File: config.mk
export PLATFORM = sky130hd
export DESIGN_NAME = tag_row_key_value_tokenizer_flat
export DESIGN_NICKNAME = d
export VERILOG_FILES = /design/src/design/trkvt_pkg.sv /design/src/design/trkvt_req_if.sv /design/src/design/trkvt_rsp_if.sv /design/src/design/tag_row_key_value_tokenizer.sv /design/src/design/trkvt_front.sv /design/src/design/trkvt_cmd_queue.sv /design/src/design/trkvt_back.sv /design/src/flat_wrapper.sv
export SDC_FILE = /design/constraint.sdc
export NUM_CORES = 1
export LEC_CHECK = 0
export ABC_AREA = 1
export ABC_CLOCK_PERIOD_IN_PS = 15050
export BUFFER_PORTS_ARGS = -buffer_cell sky130_fd_sc_hd__buf_2
export CAP_MARGIN = 30
export CORE_UTILIZATION = 30
export CTS_CLUSTER_DIAMETER = 120
export DETAILED_ROUTE_END_ITERATION = 8
export SYNTH_ARGS = -nofsm -noshare
export SYNTH_HDL_FRONTEND = slang
export SYNTH_SLANG_ARGS = --single-unit
export TNS_END_PERCENT = 50
File: constraint.sdc
create_clock -name clock -period 15.05 [get_ports clock]
set_clock_uncertainty 0.15 [all_clocks]
set_input_delay 3.7625 -clock clock [delete_from_list [all_inputs] [get_ports clock]]
set_output_delay 3.7625 -clock clock [all_outputs]
set_load 0.02 [all_outputs]
File: src/design/trkvt_pkg.sv
package trkvt_pkg;

   localparam int HOLD_DEPTH  = 5;
   localparam int FLUSH_DEPTH = HOLD_DEPTH + 1;
   localparam int QUEUE_DEPTH = 2;

   localparam logic [7:0] CH_LT    = 8'h3C;
   localparam logic [7:0] CH_GT    = 8'h3E;
   localparam logic [7:0] CH_SLASH = 8'h2F;
   localparam logic [7:0] CH_AMP   = 8'h26;
   localparam logic [7:0] CH_SPACE = 8'h20;
   localparam logic [7:0] CH_SEMI  = 8'h3B;
   localparam logic [7:0] CH_QUOTE = 8'h22;

   typedef enum logic [2:0] {
      MODE_SEEK    = 3'd0,
      MODE_KEY     = 3'd1,
      MODE_ATTR    = 3'd2,
      MODE_VALUE   = 3'd3,
      MODE_TAGOPEN = 3'd4,
      MODE_CLOSE   = 3'd5
   } mode_type;

   // One accepted byte, expanded by the back end in this order:
   // held bytes, main byte, key end, row-end held bytes, value end, row done.
   typedef struct packed {
      logic [FLUSH_DEPTH-1:0][7:0] flush_bytes;
      logic [2:0]                  pre_cnt;
      logic                        main_en;
      logic [7:0]                  main_byte;
      logic                        main_kind;
      logic                        key_end;
      logic                        key_trunc;
      logic [2:0]                  post_cnt;
      logic                        value_end;
      logic                        row_done;
   } cmd_type;

   // entity spellings: &lt; &gt; &amp; &quot;
   function automatic logic [7:0] ent_text(input logic [1:0] e, input logic [2:0] i);
      logic [7:0] ch;
      ch = 8'h00;
      case ({e, i})
         5'b00_000, 5'b01_000, 5'b10_000, 5'b11_000: ch = CH_AMP;
         5'b00_001: ch = 8'h6C;
         5'b00_010: ch = 8'h74;
         5'b00_011: ch = CH_SEMI;
         5'b01_001: ch = 8'h67;
         5'b01_010: ch = 8'h74;
         5'b01_011: ch = CH_SEMI;
         5'b10_001: ch = 8'h61;
         5'b10_010: ch = 8'h6D;
         5'b10_011: ch = 8'h70;
         5'b10_100: ch = CH_SEMI;
         5'b11_001: ch = 8'h71;
         5'b11_010: ch = 8'h75;
         5'b11_011: ch = 8'h6F;
         5'b11_100: ch = 8'h74;
         5'b11_101: ch = CH_SEMI;
         default:   ch = 8'h00;
      endcase
      return ch;
   endfunction

   function automatic logic [2:0] ent_len(input logic [1:0] e);
      logic [2:0] len;
      case (e)
         2'd0:    len = 3'd4;
         2'd1:    len = 3'd4;
         2'd2:    len = 3'd5;
         default: len = 3'd6;
      endcase
      return len;
   endfunction

   function automatic logic [7:0] ent_char(input logic [1:0] e);
      logic [7:0] ch;
      case (e)
         2'd0:    ch = CH_LT;
         2'd1:    ch = CH_GT;
         2'd2:    ch = CH_AMP;
         default: ch = CH_QUOTE;
      endcase
      return ch;
   endfunction

endpackage

File: src/design/trkvt_req_if.sv
interface trkvt_req_if;
   logic       valid;
   logic       ready;
   logic [7:0] row_byte;
   logic       row_last;

   modport source (output valid, row_byte, row_last, input ready);
   modport sink (input valid, row_byte, row_last, output ready);
endinterface

File: src/design/trkvt_rsp_if.sv
interface trkvt_rsp_if;
   logic       valid;
   logic       ready;
   logic [7:0] out_byte;
   logic       byte_valid;
   logic       part_kind;
   logic       part_end;
   logic       key_truncated;
   logic       row_done;
   logic       last;

   modport source (output valid, out_byte, byte_valid, part_kind, part_end,
                   key_truncated, row_done, last, input ready);
   modport sink (input valid, out_byte, byte_valid, part_kind, part_end,
                 key_truncated, row_done, last, output ready);
endinterface

File: src/design/tag_row_key_value_tokenizer.sv
// Path: a byte's command is registered in the queue, then in the back end, then as output beats.
// Throughput: a byte is accepted each cycle while the 2-entry command queue has room; the
// back end loads one command at a time, then sends its result beats (up to 8), one per cycle
// while the output is not stalled. Bytes that give no result never reach the back end.
// Reset (synchronous): scan state, counters, queue and output valid clear; held entity bytes do not.
module tag_row_key_value_tokenizer #(
   parameter int KEY_MAX = 32
) (
   input  logic        clock,
   input  logic        reset,
   trkvt_req_if.sink   req_bus,
   trkvt_rsp_if.source rsp_bus
);

   logic               q_push;
   logic               q_full;
   logic               q_pop;
   logic               q_empty;
   trkvt_pkg::cmd_type push_cmd;
   trkvt_pkg::cmd_type pop_cmd;

   trkvt_front #(
      .KEY_MAX (KEY_MAX)
   ) u_front (
      .clock   (clock),
      .reset   (reset),
      .req_bus (req_bus),
      .q_full  (q_full),
      .q_push  (q_push),
      .q_cmd   (push_cmd)
   );

   trkvt_cmd_queue u_queue (
      .clock    (clock),
      .reset    (reset),
      .push     (q_push),
      .push_cmd (push_cmd),
      .full     (q_full),
      .pop      (q_pop),
      .empty    (q_empty),
      .pop_cmd  (pop_cmd)
   );

   trkvt_back u_back (
      .clock   (clock),
      .reset   (reset),
      .q_empty (q_empty),
      .q_cmd   (pop_cmd),
      .q_pop   (q_pop),
      .rsp_bus (rsp_bus)
   );

endmodule

File: src/design/trkvt_front.sv
module trkvt_front #(
   parameter int KEY_MAX = 32
) (
   input  logic                clock,
   input  logic                reset,
   trkvt_req_if.sink           req_bus,
   input  logic                q_full,
   output logic                q_push,
   output trkvt_pkg::cmd_type  q_cmd
);

   trkvt_pkg::mode_type mode_ff, mode_in;
   logic [7:0] hold_ff [trkvt_pkg::HOLD_DEPTH];
   logic [2:0] hold_cnt_ff, hold_cnt_in;
   logic [5:0] key_len_ff, key_len_in;
   logic       key_over_ff, key_over_in;

   logic       hold_wr_en;
   logic [2:0] hold_wr_idx;
   logic       accept;
   logic [7:0] c;
   logic [3:0] ent_hit;
   logic [3:0] ent_full;
   logic [7:0] ent_out;

   assign c           = req_bus.row_byte;
   assign req_bus.ready = !q_full;
   assign accept      = req_bus.valid && !q_full;

   // entity match of held bytes plus current byte
   always_comb begin
      logic same;
      ent_out = 8'h00;
      for (int e = 0; e < 4; e++) begin
         same = 1'b1;
         for (int i = 0; i < trkvt_pkg::HOLD_DEPTH; i++) begin
            if (3'(i) < hold_cnt_ff && hold_ff[i] != trkvt_pkg::ent_text(2'(e), 3'(i)))
               same = 1'b0;
         end
         ent_hit[e]  = ({1'b0, hold_cnt_ff} + 4'd1 <= {1'b0, trkvt_pkg::ent_len(2'(e))}) &&
                       same && (c == trkvt_pkg::ent_text(2'(e), hold_cnt_ff));
         ent_full[e] = ent_hit[e] &&
                       ({1'b0, hold_cnt_ff} + 4'd1 == {1'b0, trkvt_pkg::ent_len(2'(e))});
      end
      for (int e = 3; e >= 0; e--) begin
         if (ent_full[e])
            ent_out = trkvt_pkg::ent_char(2'(e));
      end
   end

   always_comb begin
      logic       run_key;
      logic       run_value;
      logic       plain;
      logic [5:0] klen;
      logic       kover;
      mode_in     = mode_ff;
      hold_cnt_in = hold_cnt_ff;
      key_len_in  = key_len_ff;
      key_over_in = key_over_ff;
      hold_wr_en  = 1'b0;
      hold_wr_idx = '0;
      q_cmd       = '0;
      run_key     = 1'b0;
      run_value   = 1'b0;
      plain       = 1'b0;
      klen        = key_len_ff;
      kover       = key_over_ff;

      for (int i = 0; i < trkvt_pkg::HOLD_DEPTH; i++)
         q_cmd.flush_bytes[i] = (3'(i) < hold_cnt_ff) ? hold_ff[i] : c;
      q_cmd.flush_bytes[trkvt_pkg::FLUSH_DEPTH-1] = c;

      case (mode_ff)
         trkvt_pkg::MODE_KEY: begin
            run_key = 1'b1;
         end
         trkvt_pkg::MODE_ATTR: begin
            if (c == trkvt_pkg::CH_GT)
               mode_in = trkvt_pkg::MODE_VALUE;
         end
         trkvt_pkg::MODE_VALUE: begin
            run_value = 1'b1;
         end
         trkvt_pkg::MODE_TAGOPEN: begin
            if (c == trkvt_pkg::CH_SLASH) begin
               mode_in = trkvt_pkg::MODE_CLOSE;
            end else begin
               klen    = '0;
               kover   = 1'b0;
               run_key = 1'b1;
            end
         end
         trkvt_pkg::MODE_CLOSE: begin
            if (c == trkvt_pkg::CH_GT)
               mode_in = trkvt_pkg::MODE_SEEK;
         end
         default: begin
            if (c == trkvt_pkg::CH_LT) begin
               mode_in     = trkvt_pkg::MODE_KEY;
               key_len_in  = '0;
               key_over_in = 1'b0;
            end else begin
               mode_in = trkvt_pkg::MODE_SEEK;
            end
         end
      endcase

      if (run_key) begin
         mode_in     = trkvt_pkg::MODE_KEY;
         key_len_in  = klen;
         key_over_in = kover;
         if (c == trkvt_pkg::CH_GT) begin
            q_cmd.key_end = 1'b1;
            mode_in       = trkvt_pkg::MODE_VALUE;
         end else if (c == trkvt_pkg::CH_SPACE) begin
            q_cmd.key_end = 1'b1;
            mode_in       = trkvt_pkg::MODE_ATTR;
         end else if (klen < 6'(KEY_MAX)) begin
            q_cmd.main_en   = 1'b1;
            q_cmd.main_byte = c;
            key_len_in      = klen + 6'd1;
         end else begin
            key_over_in = 1'b1;
         end
      end

      if (run_value) begin
         if (hold_cnt_ff == 3'd0 || hold_cnt_ff > 3'(trkvt_pkg::HOLD_DEPTH)) begin
            hold_cnt_in = '0;
            plain       = 1'b1;
         end else if (|ent_full) begin
            q_cmd.main_en   = 1'b1;
            q_cmd.main_byte = ent_out;
            q_cmd.main_kind = 1'b1;
            hold_cnt_in     = '0;
         end else if (|ent_hit && hold_cnt_ff < 3'(trkvt_pkg::HOLD_DEPTH)) begin
            hold_wr_en  = 1'b1;
            hold_wr_idx = hold_cnt_ff;
            hold_cnt_in = hold_cnt_ff + 3'd1;
         end else begin
            q_cmd.pre_cnt = hold_cnt_ff;
            hold_cnt_in   = '0;
            plain         = 1'b1;
         end
         if (plain) begin
            if (c == trkvt_pkg::CH_LT) begin
               q_cmd.value_end = 1'b1;
               mode_in         = trkvt_pkg::MODE_TAGOPEN;
            end else if (c == trkvt_pkg::CH_AMP) begin
               hold_wr_en  = 1'b1;
               hold_wr_idx = '0;
               hold_cnt_in = 3'd1;
            end else begin
               q_cmd.main_en   = 1'b1;
               q_cmd.main_byte = c;
               q_cmd.main_kind = 1'b1;
            end
         end
      end

      if (req_bus.row_last) begin
         case (mode_in)
            trkvt_pkg::MODE_KEY: begin
               q_cmd.key_end   = 1'b1;
               q_cmd.value_end = 1'b1;
            end
            trkvt_pkg::MODE_ATTR: begin
               q_cmd.value_end = 1'b1;
            end
            trkvt_pkg::MODE_VALUE: begin
               q_cmd.post_cnt  = hold_cnt_in;
               q_cmd.value_end = 1'b1;
            end
            default: begin
            end
         endcase
         q_cmd.row_done = 1'b1;
      end

      q_cmd.key_trunc = q_cmd.key_end && key_over_in;

      if (req_bus.row_last) begin
         mode_in     = trkvt_pkg::MODE_SEEK;
         hold_cnt_in = '0;
         key_len_in  = '0;
         key_over_in = 1'b0;
      end
   end

   assign q_push = accept &&
                   (q_cmd.pre_cnt != 3'd0 || q_cmd.main_en || q_cmd.key_end ||
                    q_cmd.post_cnt != 3'd0 || q_cmd.value_end || q_cmd.row_done);

   always_ff @(posedge clock) begin
      if (reset) begin
         mode_ff     <= trkvt_pkg::MODE_SEEK;
         hold_cnt_ff <= '0;
         key_len_ff  <= '0;
         key_over_ff <= 1'b0;
      end else if (accept) begin
         mode_ff     <= mode_in;
         hold_cnt_ff <= hold_cnt_in;
         key_len_ff  <= key_len_in;
         key_over_ff <= key_over_in;
      end
   end

   always_ff @(posedge clock) begin
      if (accept && hold_wr_en)
         hold_ff[hold_wr_idx] <= c;
   end

endmodule

File: src/design/trkvt_cmd_queue.sv
module trkvt_cmd_queue (
   input  logic               clock,
   input  logic               reset,
   input  logic               push,
   input  trkvt_pkg::cmd_type push_cmd,
   output logic               full,
   input  logic               pop,
   output logic               empty,
   output trkvt_pkg::cmd_type pop_cmd
);

   localparam int PTR_W = $clog2(trkvt_pkg::QUEUE_DEPTH);

   trkvt_pkg::cmd_type entry_ff [trkvt_pkg::QUEUE_DEPTH];
   logic [PTR_W-1:0] wr_ptr_ff, wr_ptr_in;
   logic [PTR_W-1:0] rd_ptr_ff, rd_ptr_in;
   logic [PTR_W:0]   count_ff, count_in;

   assign full    = count_ff == (PTR_W+1)'(trkvt_pkg::QUEUE_DEPTH);
   assign empty   = count_ff == '0;
   assign pop_cmd = entry_ff[rd_ptr_ff];

   always_comb begin
      wr_ptr_in = wr_ptr_ff;
      rd_ptr_in = rd_ptr_ff;
      count_in  = count_ff;
      if (push && !full) begin
         wr_ptr_in = wr_ptr_ff + 1'b1;
         count_in  = count_in + 1'b1;
      end
      if (pop && !empty) begin
         rd_ptr_in = rd_ptr_ff + 1'b1;
         count_in  = count_in - 1'b1;
      end
   end

   always_ff @(posedge clock) begin
      if (reset) begin
         wr_ptr_ff <= '0;
         rd_ptr_ff <= '0;
         count_ff  <= '0;
      end else begin
         wr_ptr_ff <= wr_ptr_in;
         rd_ptr_ff <= rd_ptr_in;
         count_ff  <= count_in;
      end
   end

   always_ff @(posedge clock) begin
      if (push && !full)
         entry_ff[wr_ptr_ff] <= push_cmd;
   end

endmodule

File: src/design/trkvt_back.sv
module trkvt_back (
   input  logic               clock,
   input  logic               reset,
   input  logic               q_empty,
   input  trkvt_pkg::cmd_type q_cmd,
   output logic               q_pop,
   trkvt_rsp_if.source        rsp_bus
);

   logic       busy_ff, busy_in;
   logic [trkvt_pkg::FLUSH_DEPTH-1:0][7:0] flush_ff, flush_in;
   logic [2:0] idx_ff, idx_in;
   logic [2:0] pre_ff, pre_in;
   logic [2:0] post_ff, post_in;
   logic       main_en_ff, main_en_in;
   logic [7:0] main_byte_ff, main_byte_in;
   logic       main_kind_ff, main_kind_in;
   logic       kend_ff, kend_in;
   logic       ktrunc_ff, ktrunc_in;
   logic       vend_ff, vend_in;
   logic       done_ff, done_in;

   logic       rsp_valid_ff, rsp_valid_in;
   logic [7:0] out_byte_ff, out_byte_in;
   logic       byte_valid_ff, byte_valid_in;
   logic       part_kind_ff, part_kind_in;
   logic       part_end_ff, part_end_in;
   logic       trunc_ff, trunc_in;
   logic       row_done_ff, row_done_in;
   logic       last_ff, last_in;

   logic       can_out;
   logic       emit;

   assign can_out = !rsp_valid_ff || rsp_bus.ready;
   assign emit    = busy_ff && can_out;
   assign q_pop   = !busy_ff && !q_empty;

   always_comb begin
      busy_in       = busy_ff;
      flush_in      = flush_ff;
      idx_in        = idx_ff;
      pre_in        = pre_ff;
      post_in       = post_ff;
      main_en_in    = main_en_ff;
      main_byte_in  = main_byte_ff;
      main_kind_in  = main_kind_ff;
      kend_in       = kend_ff;
      ktrunc_in     = ktrunc_ff;
      vend_in       = vend_ff;
      done_in       = done_ff;
      out_byte_in   = out_byte_ff;
      byte_valid_in = byte_valid_ff;
      part_kind_in  = part_kind_ff;
      part_end_in   = part_end_ff;
      trunc_in      = trunc_ff;
      row_done_in   = row_done_ff;
      last_in       = last_ff;
      rsp_valid_in  = rsp_valid_ff && !rsp_bus.ready;

      if (q_pop) begin
         busy_in      = 1'b1;
         flush_in     = q_cmd.flush_bytes;
         idx_in       = '0;
         pre_in       = q_cmd.pre_cnt;
         post_in      = q_cmd.post_cnt;
         main_en_in   = q_cmd.main_en;
         main_byte_in = q_cmd.main_byte;
         main_kind_in = q_cmd.main_kind;
         kend_in      = q_cmd.key_end;
         ktrunc_in    = q_cmd.key_trunc;
         vend_in      = q_cmd.value_end;
         done_in      = q_cmd.row_done;
      end else if (emit) begin
         rsp_valid_in  = 1'b1;
         out_byte_in   = '0;
         byte_valid_in = 1'b0;
         part_kind_in  = 1'b0;
         part_end_in   = 1'b0;
         trunc_in      = 1'b0;
         row_done_in   = 1'b0;
         if (pre_ff != 3'd0) begin
            out_byte_in   = flush_ff[idx_ff];
            byte_valid_in = 1'b1;
            part_kind_in  = 1'b1;
            pre_in        = pre_ff - 3'd1;
            idx_in        = idx_ff + 3'd1;
         end else if (main_en_ff) begin
            out_byte_in   = main_byte_ff;
            byte_valid_in = 1'b1;
            part_kind_in  = main_kind_ff;
            main_en_in    = 1'b0;
         end else if (kend_ff) begin
            part_end_in = 1'b1;
            trunc_in    = ktrunc_ff;
            kend_in     = 1'b0;
         end else if (post_ff != 3'd0) begin
            out_byte_in   = flush_ff[idx_ff];
            byte_valid_in = 1'b1;
            part_kind_in  = 1'b1;
            post_in       = post_ff - 3'd1;
            idx_in        = idx_ff + 3'd1;
         end else if (vend_ff) begin
            part_end_in  = 1'b1;
            part_kind_in = 1'b1;
            vend_in      = 1'b0;
         end else begin
            row_done_in = 1'b1;
            done_in     = 1'b0;
         end
         last_in = pre_in == 3'd0 && !main_en_in && !kend_in && post_in == 3'd0 &&
                   !vend_in && !done_in;
         busy_in = !last_in;
      end
   end

   always_ff @(posedge clock) begin
      if (reset) begin
         busy_ff      <= 1'b0;
         rsp_valid_ff <= 1'b0;
      end else begin
         busy_ff      <= busy_in;
         rsp_valid_ff <= rsp_valid_in;
      end
   end

   always_ff @(posedge clock) begin
      flush_ff      <= flush_in;
      idx_ff        <= idx_in;
      pre_ff        <= pre_in;
      post_ff       <= post_in;
      main_en_ff    <= main_en_in;
      main_byte_ff  <= main_byte_in;
      main_kind_ff  <= main_kind_in;
      kend_ff       <= kend_in;
      ktrunc_ff     <= ktrunc_in;
      vend_ff       <= vend_in;
      done_ff       <= done_in;
      out_byte_ff   <= out_byte_in;
      byte_valid_ff <= byte_valid_in;
      part_kind_ff  <= part_kind_in;
      part_end_ff   <= part_end_in;
      trunc_ff      <= trunc_in;
      row_done_ff   <= row_done_in;
      last_ff       <= last_in;
   end

   assign rsp_bus.valid         = rsp_valid_ff;
   assign rsp_bus.out_byte      = out_byte_ff;
   assign rsp_bus.byte_valid    = byte_valid_ff;
   assign rsp_bus.part_kind     = part_kind_ff;
   assign rsp_bus.part_end      = part_end_ff;
   assign rsp_bus.key_truncated = trunc_ff;
   assign rsp_bus.row_done      = row_done_ff;
   assign rsp_bus.last          = last_ff;

endmodule

File: src/flat_wrapper.sv
// flat-port wrapper written by rule: the top's interface ports become plain ports
module tag_row_key_value_tokenizer_flat 
#(
   parameter int KEY_MAX = 32
)
  (clock, reset, req_bus_valid, req_bus_row_byte, req_bus_row_last, req_bus_ready, rsp_bus_valid, rsp_bus_out_byte, rsp_bus_byte_valid, rsp_bus_part_kind, rsp_bus_part_end, rsp_bus_key_truncated, rsp_bus_row_done, rsp_bus_last, rsp_bus_ready);
  trkvt_req_if req_bus_i ();
  trkvt_rsp_if rsp_bus_i ();
  input  logic clock;
  input  logic reset;
  input wire logic [$bits(req_bus_i.valid)-1:0] req_bus_valid;
  input wire logic [$bits(req_bus_i.row_byte)-1:0] req_bus_row_byte;
  input wire logic [$bits(req_bus_i.row_last)-1:0] req_bus_row_last;
  output wire logic [$bits(req_bus_i.ready)-1:0] req_bus_ready;
  output wire logic [$bits(rsp_bus_i.valid)-1:0] rsp_bus_valid;
  output wire logic [$bits(rsp_bus_i.out_byte)-1:0] rsp_bus_out_byte;
  output wire logic [$bits(rsp_bus_i.byte_valid)-1:0] rsp_bus_byte_valid;
  output wire logic [$bits(rsp_bus_i.part_kind)-1:0] rsp_bus_part_kind;
  output wire logic [$bits(rsp_bus_i.part_end)-1:0] rsp_bus_part_end;
  output wire logic [$bits(rsp_bus_i.key_truncated)-1:0] rsp_bus_key_truncated;
  output wire logic [$bits(rsp_bus_i.row_done)-1:0] rsp_bus_row_done;
  output wire logic [$bits(rsp_bus_i.last)-1:0] rsp_bus_last;
  input wire logic [$bits(rsp_bus_i.ready)-1:0] rsp_bus_ready;
  assign req_bus_i.valid = req_bus_valid;
  assign req_bus_i.row_byte = req_bus_row_byte;
  assign req_bus_i.row_last = req_bus_row_last;
  assign req_bus_ready = req_bus_i.ready;
  assign rsp_bus_valid = rsp_bus_i.valid;
  assign rsp_bus_out_byte = rsp_bus_i.out_byte;
  assign rsp_bus_byte_valid = rsp_bus_i.byte_valid;
  assign rsp_bus_part_kind = rsp_bus_i.part_kind;
  assign rsp_bus_part_end = rsp_bus_i.part_end;
  assign rsp_bus_key_truncated = rsp_bus_i.key_truncated;
  assign rsp_bus_row_done = rsp_bus_i.row_done;
  assign rsp_bus_last = rsp_bus_i.last;
  assign rsp_bus_i.ready = rsp_bus_ready;
  tag_row_key_value_tokenizer #(.KEY_MAX(KEY_MAX)) u_core (.clock(clock), .reset(reset), .req_bus(req_bus_i), .rsp_bus(rsp_bus_i));
endmodule
### Word-level counts from Yosys, hierarchy flattened

Memories as Yosys holds them, arrays and structs flattened. A register that Yosys moved wholly into a read port is not among the register bits.
Cells that the tools add are included.

* register bits after elaboration: 104
* RAM bits: 176
* output and inout bits: 16
* logic and storage cells: 365
* memories: 2

Memory list
* u_core.u_queue.entry_ff: words 2, width 68, read ports 1, clocked after memory_dff 1, wr ports 1, line trkvt_cmd_queue.sv:14 `trkvt_pkg::cmd_type entry_ff [trkvt_pkg::QUEUE_DEPTH];`
* u_core.u_front.hold_ff: words 5, width 8, read ports 5, clocked after memory_dff 0, wr ports 1, line trkvt_front.sv:13 `logic [7:0] hold_ff [trkvt_pkg::HOLD_DEPTH];`

* add/sub/neg operators: 10
* magnitude comparators: 12
* equal/unequal tests: 42
* mux-type cells: 184
* bitwise gates (word level): 2
* reduce and logical (&&, ||, !) cells: 81

Operators with widths (count)
* $mux 3: 43
* $mux 8: 13
* $mux 1: 96
* $ne 8x7->1 const B: 10
* $mux 6: 10
* $pmux 7 s4: 2
* $pmux 7 s6: 1
* $logic_and 1x1->1: 41
* $eq 8x6->1 const B: 5
* $mux 10: 4
* $mux 9: 4
* $pmux 7 s5: 1
* $eq 8x8->1: 4
* $mux 13: 2
* $bmux 8 s3: 1
* $ne 8x6->1 const B: 3
* $eq 3x2->1 const B: 6
* $reduce_bool 3->1: 5
* $eq 3x3->1 const B: 4
* $eq 4x3->1 const B: 3
* $le 4x3->1 const B: 3
* $pmux 3 s4: 1
* $reduce_or 4->1: 3
* $logic_not 1->1: 10
* other kinds (33): 56

### Longest topological paths before layout

Gate-level depths: netlist (run 1).
An unclocked memory read counts as a cell.

* word-level depth: 32
* gate-level depth with buffers: 26
* mapped depth without buffers: 25

### By module

Synthesis (run 1) repeated with hierarchy kept, for this count alone.

* cell total of the unflattened synthesis: 1290
* area, all modules: 13588.0 µm²

By module, submodules not included
* trkvt_cmd_queue: instances 1, cells each 248, area each 5242.5 µm², sequential area each 4184.0 µm²
* trkvt_front: instances 1, cells each 729, area each 4684.5 µm², sequential area each 1461.4 µm²
* trkvt_back: instances 1, cells each 313, area each 3661.0 µm², sequential area each 2562.5 µm²

### Worst setup path before layout (run 1)

No wires, ideal clock.

* kind: in2reg
* from: in req_bus_row_byte[7]
* to: mem u_core.u_queue.entry_ff[1][0] in the netlist's numbering (enable)
* arrival time: 8.349 ns
* data required time: 14.404 ns
* setup slack: 6.055 ns
* stages on the path: 15
* cell sequence: inv_1 > nand3_1 > nor2_1 > nand4_1 > nand2_1 > nand2_1 > nor2_1 > o21ai_0 > o21ai_0 > nand3_1 > a21oi_2 > nor2_1 > nand3_2 > nand2_2 > nor2_1

RTL lines
* from (decl): line flat_wrapper.sv:12 `input wire logic [$bits(req_bus_i.row_byte)-1:0] req_bus_row_byte;`
* to (decl): line trkvt_cmd_queue.sv:14

==> qor.csv, run 1 <==
stage,metric,value,unit
detailed_routing,drt_first_iter_violations,771,
synth,synth_most_common_cell,nand2_1,
synth,synth_top_area_share,0.603,
synth,ys_ff_latch,281,
flow_run,maxCapViolCount,0,
power,p_seq_frac,0.476,
placement,place_congestion,0.899,
placement,dp_hpwl,22.3,mm
clock_network,post-cts-setup-buffer-count,0,
synth,synth_common_cells,"439 x nand2_1, 258 x edfxtp_1, 143 x nor2_1, 115 x inv_1, 105 x o21ai_0",
synth,yosysWarnings,0,
final_layout,drive_gt1_frac,0.0757,
detailed_routing,drt_wl_total,31.6,mm
synth,synth_flop_cell,edfxtp_1,
power,p_total,2.32,mW
die,ios,29,
synth,netlist_area,12800,um2
clock_network,clkTransAtPathRegs,0.06,ns
grt,grt_pass1_wl,49.6,mm
placement,numPortBuffers,28,
critical_path,arrival,7.27,ns
timing,period_share,0.481,
timing,maxSlewHeadroom,0.348,
synth,syn_avg_cell_area,9.65,um2
timing,hold_viol,0,
timing,fmax,138,MHz
grt,grtUsageTotal,0.145,
detailed_routing,drcViolationCount,0,
detailed_routing,ant_nets,0,
timing,worst_pin_slew,0.977,ns
power,pwr-share-clk,0.310,
synth,synthArstFlopShare,0,
timing,finalSetupViolCount,0,
synth,synth_cell_type_count,39,
power,p_sw,0.717,mW
clock_network,ctsResizeCount,0,
clock_network,cts_tree,built,
synth,yosysTopAreaCell,edfxtp_1,
critical_path,cp.required,15.08,ns
power,p_leak,5.66,nW
grt,antenna_found_initial,0,
synth,synth-edff-count,258,
detailed_routing,drtPass1Iterations,6,
detailed_routing,wl_per_cell,16.5,um
clock_network,cts_buffers,29,
die,start_util,0.305,
grt,grt_pass1_vias,8743,
placement,post-place-ws,7.27,ns
final_layout,nFillCells,4252,
clock_network,cts_root_buffer,clkbuf_16,
clock_network,cts_buffer_depth,3,
detailed_routing,vias,9094,
timing,holdWs,0.315,ns
power,p_per_area,160,nW/um2
power,intPower,1.60,mW
worst_hold_path,min_path_type,reg2reg,
run_status,status,"finished, final reports clean",
timing,drv_slew,0,
critical_path,cp-end-kind,register,
final_layout,area_growth,12.9,%
timing,grt_setup_unrepaired,no,
synth,synth-seq-area-share,0.639,
die,die_area,43600,um2
die,die_h,209,um
final_layout,nNetsFinal,1376,
timing,fin_ws,7.81,ns
die,rows,75,
timing,fin_crit,7.24,ns
die,dieWidth,209,um
final_layout,fin_cells,1913,
die,core_area,42000,um2
critical_path,crit_type,in2reg,
power,vdd_drop_max,0.105,mV
timing,fin_tns_setup,0,ns
synth,synthCells,1330,
clock_network,clkLatencyLatePin,0.56,ns
power,combPwrFrac,0.214,
grt,grt_max_degree,83,
clock_network,holdBufCountCts,0,
detailed_routing,viasPerCell,4.75,
critical_path,cp_max_fo,68,
power,swShare,0.309,
final_layout,n_antenna_cell,0,
synth,synth.net_count,1355,
critical_path,critPathLaunchType,input port,
clock_network,cts_sinks,281,
synth,synth.area.top_cells,"edfxtp_1 60%, nand2_1 13%, nor2_1 4.2%, o21ai_0 4.1%, dfxtp_1 3.6%",
clock_network,htreeDepth,1,
placement,dpl.cell_count,1859,
grt,grt_overflow,0,
registers in the layout (all words and copies together) (netlist names), 2 cells and up, named ones only:
| register | flops |
|---|---|
| u_core.u_front.hold_cnt_ff | 3 |
| u_core.u_queue.count_ff | 2 |
| u_core.u_back.idx_ff | 3 |
| u_core.u_back.pre_ff | 3 |
| u_core.u_back.main_byte_ff | 8 |
| u_core.u_front.key_len_ff | 6 |
| u_core.u_front.mode_ff | 3 |
| u_core.u_back.post_ff | 3 |
| u_core.u_back.flush_ff | 48 |
| u_core.u_front.hold_ff | 40 |
| u_core.u_queue.entry_ff | 136 |
| u_core.u_back.rsp_bus.out_byte | 8 |
stage by stage:
step / cell area (um2) / utilization
detailed placement: 13500 / 0.322
global placement: 13500 / 0.322
CTS: 14500 / 0.345
floorplan: 12800 / -
global route: 14500 / 0.345
finish: 14500 / 0.345
final cells by class:
| cell class | instances | area (um2) | share of cell area |
|---|---|---|---|
| clock buffer | 33 | 741 | 0.0511 |
| clock inverter | 21 | 224 | 0.0154 |
| inverter | 123 | 462 | 0.0318 |
| multi-input combinational | 882 | 4000 | 0.276 |
| sequential | 281 | 8210 | 0.566 |
| tap | 539 | 674 | 0.0465 |
| timing repair buffer | 34 | 185 | 0.0128 |
cells in the final DEF (no fill, tap or decap), types with 22 or more instances in the layout:
cell	n
a21oi_1	30
buf_2	28
clkbuf_16	29
dfxtp_1	22
edfxtp_1	258
inv_1	114
nand2_1	439
nand3_1	54
nor2_1	140
o21ai_0	105
worst max-delay path: stages:
cell and delay [ns]:
buf_2 0.16, inv_1 0.28, nand3_1 0.17, nor2_1 0.22, nand4_1 0.18, nand2_1 0.19, nand2_1 0.14, nor2_1 0.19
o21ai_0 0.10, o21ai_0 0.29, nand3_1 0.20, a21oi_2 0.22, nor2_1 0.09, nand3_2 0.10, nand2_2 0.12, nor2_4 0.11
buf_4 0.69
power by group through the flow:
stage	Combinational (mW)	Sequential [mW]	Clock (mW)
floorplan	0.323	1.12	0
global placement	0.497	1.12	0
detailed placement	0.501	1.12	0
CTS	0.502	1.10	0.731
global route	0.558	1.12	0.763
finish	0.496	1.10	0.719
kinds of logic after synthesis:
group,share of synthesized area
flip-flops,0.639
AO/OA/AOI/OAI,0.0777
buffers and inverters,0.0508
multiplexers,0.00156
XOR/XNOR,0.00477
AND/OR/NAND/NOR,0.214
adder cells (fa/ha/maj),0.0117
per-layer routing:
metal / vias up / GRT usage / part of all wire
li1: 4513 / - / -
met1: 4282 / 0.208 / 0.48
met4: 0 / 0.0431 / 0.025
met3: 52 / 0.0143 / 0.046
met2: 247 / 0.230 / 0.45
met5: - / 0 / 0
worst paths after layout:
path	slack, ns	from	end	depth (start not counted)
setup / recovery	7.81	req_bus_row_byte[7]	u_core.u_queue.entry_ff[1][62]	17
hold / removal	0.31	u_core.u_front.key_over_ff	u_core.u_front.key_over_ff	2
hold reg to reg	0.31	u_core.u_front.key_over_ff	u_core.u_front.key_over_ff	2
setup reg to reg	10.31	u_core.u_front.hold_cnt_ff[0]	u_core.u_queue.entry_ff[1][62]	20
(Power assumes the default switching activity.)
==> inputs of run 2 (changes only) <==
- ABC_CLOCK_PERIOD_IN_PS: 15050 -> 6000
- clock period: 15.05 -> 6 ns (I/O delays scaled with it)
==> run 2 against run 1 <==
  * First-iteration DRC count up 6.9%
  * Highest routed layer unchanged
  * Worst hold slack better by 0.0026 ns
  * Die area unchanged
  * Design area up 0.36%
  * Register-to-register slack worse by 8.9 ns
  * Power up 150%
  * Sequential power up 150%
  * Non-clock buffer count up 8
  * Critical endpoint is now u_core.u_queue.entry_ff[1][4]
  * Final cell count up 0.52%
  * Sequential cell count unchanged
  * Combinational power rose to 2.6 times the previous value
  * Clock-buffer cell count up 6
==> qor.csv, run 2 (same netlist as run 1, synthesis figures left out) <==
stage,metric,value,unit,change
timing,worst_pin_slew,0.999,ns,+0.0220 ns
clock_network,cts_root_buffer,clkbuf_16,,
clock_network,holdBufCountCts,0,,unchanged
detailed_routing,wl_per_cell,16.6,um,+0.84%
final_layout,largest_register_ffs,136,,unchanged
worst_hold_path,whs_path_depth,2,,unchanged
die,die_h,209,um,unchanged
critical_path,r2r-end,u_core.u_queue.entry_ff[1][4],,
clock_network,clkLatencyLatePin,0.55,ns,about the same
grt,grtUsageTotal,0.145,,+0.000493
timing,period_share,0.789,,
clock_network,ctsResizeCount,0,,unchanged
critical_path,critPathLaunchType,input port,,
final_layout,nFillCells,4209,,-1.0%
clock_network,cts_sinks,281,,unchanged
power,vdd_drop_max,0.216,mV,+110%
power,p_total,5.75,mW,+150%
grt,antenna_found_initial,0,,unchanged
worst_hold_path,whs_endpoint,u_core.u_front.key_len_ff[3],,
grt,grt_pass1_vias,8633,,-1.3%
timing,grt_setup_unrepaired,no,,
final_layout,largestRegisters,"u_core.u_queue.entry_ff x136, u_core.u_back.flush_ff x48, u_core.u_front.hold_ff x40",,
timing,holdWs,0.317,ns,+0.00263 ns
timing,finalSetupViolCount,0,,unchanged
detailed_routing,drcViolationCount,0,,unchanged
detailed_routing,drt_wl_total,32.0,mm,+1.4%
critical_path,r2r_setup_slack,1.41,ns,-8.90 ns
final_layout,regMostFlops,u_core.u_queue.entry_ff,,
timing,fin_tns_setup,0,ns,unchanged
detailed_routing,drtPass1Iterations,5,,-1
timing,maxSlewHeadroom,0.334,,-0.0146
timing,hold_viol,0,,unchanged
worst_hold_path,min_path_type,reg2reg,,
power,p_per_area,395,nW/um2,+150%
clock_network,cts_tree,built,,
grt,grt_max_degree,83,,unchanged
placement,numPortBuffers,28,,unchanged
critical_path,cp.required,6.09,ns,-8.99 ns
detailed_routing,ant_nets,0,,unchanged
critical_path,r2r-start,u_core.u_front.hold_cnt_ff[1],,
flow_run,maxCapViolCount,0,,unchanged
timing,fmax,211,MHz,
clock_network,cts_buffer_depth,3,,unchanged
detailed_routing,drt_first_iter_violations,824,,+6.9%
die,dieWidth,209,um,unchanged
grt,grt.busiest_layer,met2,,
timing,drv_slew,0,,unchanged
clock_network,post-cts-setup-buffer-count,0,,unchanged
critical_path,reg2reg_depth,20,,unchanged
final_layout,final_cell_mix,"439 x nand2_1, 258 x edfxtp_1, 140 x nor2_1",,
detailed_routing,vias,9239,,+1.6%
critical_path,cp-end-kind,register,,
critical_path,arrival,4.82,ns,-2.45 ns
die,core_area,42000,um2,unchanged
critical_path,cp_max_fo,19,,-72%
grt,grt_util_met3,0.0143,,unchanged
timing,fin_ws,1.27,ns,-6.54 ns
placement,post-place-ws,0.691,ns,-6.58 ns
final_layout,area_growth,13.3,%,
die,die_area,43600,um2,unchanged
placement,place_congestion,0.905,,+0.73%
grt,grt_overflow,0,,unchanged
final_layout,final_common_cell,nand2_1,,
grt,grt_pass1_wl,49.8,mm,+0.40%
critical_path,crit_type,in2reg,,
final_layout,drive_gt1_frac,0.0802,,+0.00451
grt,use_met2,0.225,,-0.00540
placement,dpl.cell_count,1867,,+0.43%
grt,grtUsageMet1,0.216,,+0.00779
placement,dp_hpwl,22.5,mm,+1.0%
timing,fin_crit,4.73,ns,
run_status,status,"finished, final reports clean",,
worst_hold_path,hp-start,u_core.u_front.key_len_ff[3],,
final_layout,n_antenna_cell,0,,unchanged
power,p_leak,5.68,nW,+0.33%
clock_network,cts_buffers,30,,+3.4%
die,rows,75,,unchanged
die,start_util,0.305,,unchanged
die,ios,29,,unchanged
final_layout,fin_cells,1923,,+0.52%
clock_network,htreeDepth,1,,unchanged
clock_network,clkTransAtPathRegs,0.06,ns,about the same
final_layout,nNetsFinal,1385,,+0.65%
detailed_routing,viasPerCell,4.80,,+1.1%
run 2: worst max-delay path by stage:
stage,start,end,slack [ns],depth (start not counted)
finish,req_bus_row_byte[7],u_core.u_queue.entry_ff[1][4],1.27,17
CTS,req_bus_row_byte[7],u_core.u_queue.entry_ff[1][12],1.25,17
global route,req_bus_row_byte[7],u_core.u_queue.entry_ff[1][7],0.86,17
detailed placement,req_bus_row_byte[7],u_core.u_queue.entry_ff[1][67],0.69,17
floorplan,req_bus_row_byte[7],u_core.u_queue.entry_ff[0][0],-0.71,15
global placement,req_bus_row_byte[7],u_core.u_queue.entry_ff[1][67],0.81,17
run 2: power by group:
group	internal (mW)	switching, mW	total, mW
clock network	0.976	0.736	1.71
registers	2.62	0.130	2.75
logic	0.344	0.943	1.29
total	3.94	1.81	5.75
run 2: per-stage QoR:
stage               area [um2]   util
finish                   14600  0.346
global route             14600  0.346
CTS                      14600  0.346
detailed placement       13600  0.324
global placement         13600  0.324
floorplan                12800      -
run 2: area by class of cell:
| class | count | area (um2) | area share |
|---|---|---|---|
| well taps | 539 | 674 | 0.0463 |
| flip-flops and latches | 281 | 8210 | 0.564 |
| inverters | 123 | 462 | 0.0317 |
| clock buffers | 39 | 795 | 0.0546 |
| multi-input cells | 882 | 4000 | 0.275 |
| clock inverters | 17 | 125 | 0.00860 |
| repair buffers | 42 | 283 | 0.0194 |
run 2: routing by layer:
layer	part of all wire	wire length [um]	vias to the layer above
li1	-	-	4537
met1	0.48	15500	4402
met2	0.44	14200	253
met3	0.052	1650	47
met4	0.021	672	0
met5	0	0	-
run 2: worst max-delay path, cell delays in order:
cell	delay (ns)
buf_2	0.16
inv_1	0.25
nand3_1	0.17
nor2_1	0.20
nand4_1	0.13
nand2_1	0.19
nand2_1	0.14
nor2_1	0.20
o21ai_0	0.10
o21ai_0	0.31
nand3_1	0.20
a21oi_2	0.19
nor2_1	0.08
nand3_2	0.10
nand2_2	0.11
nor2_4	0.51
buf_4	0.27
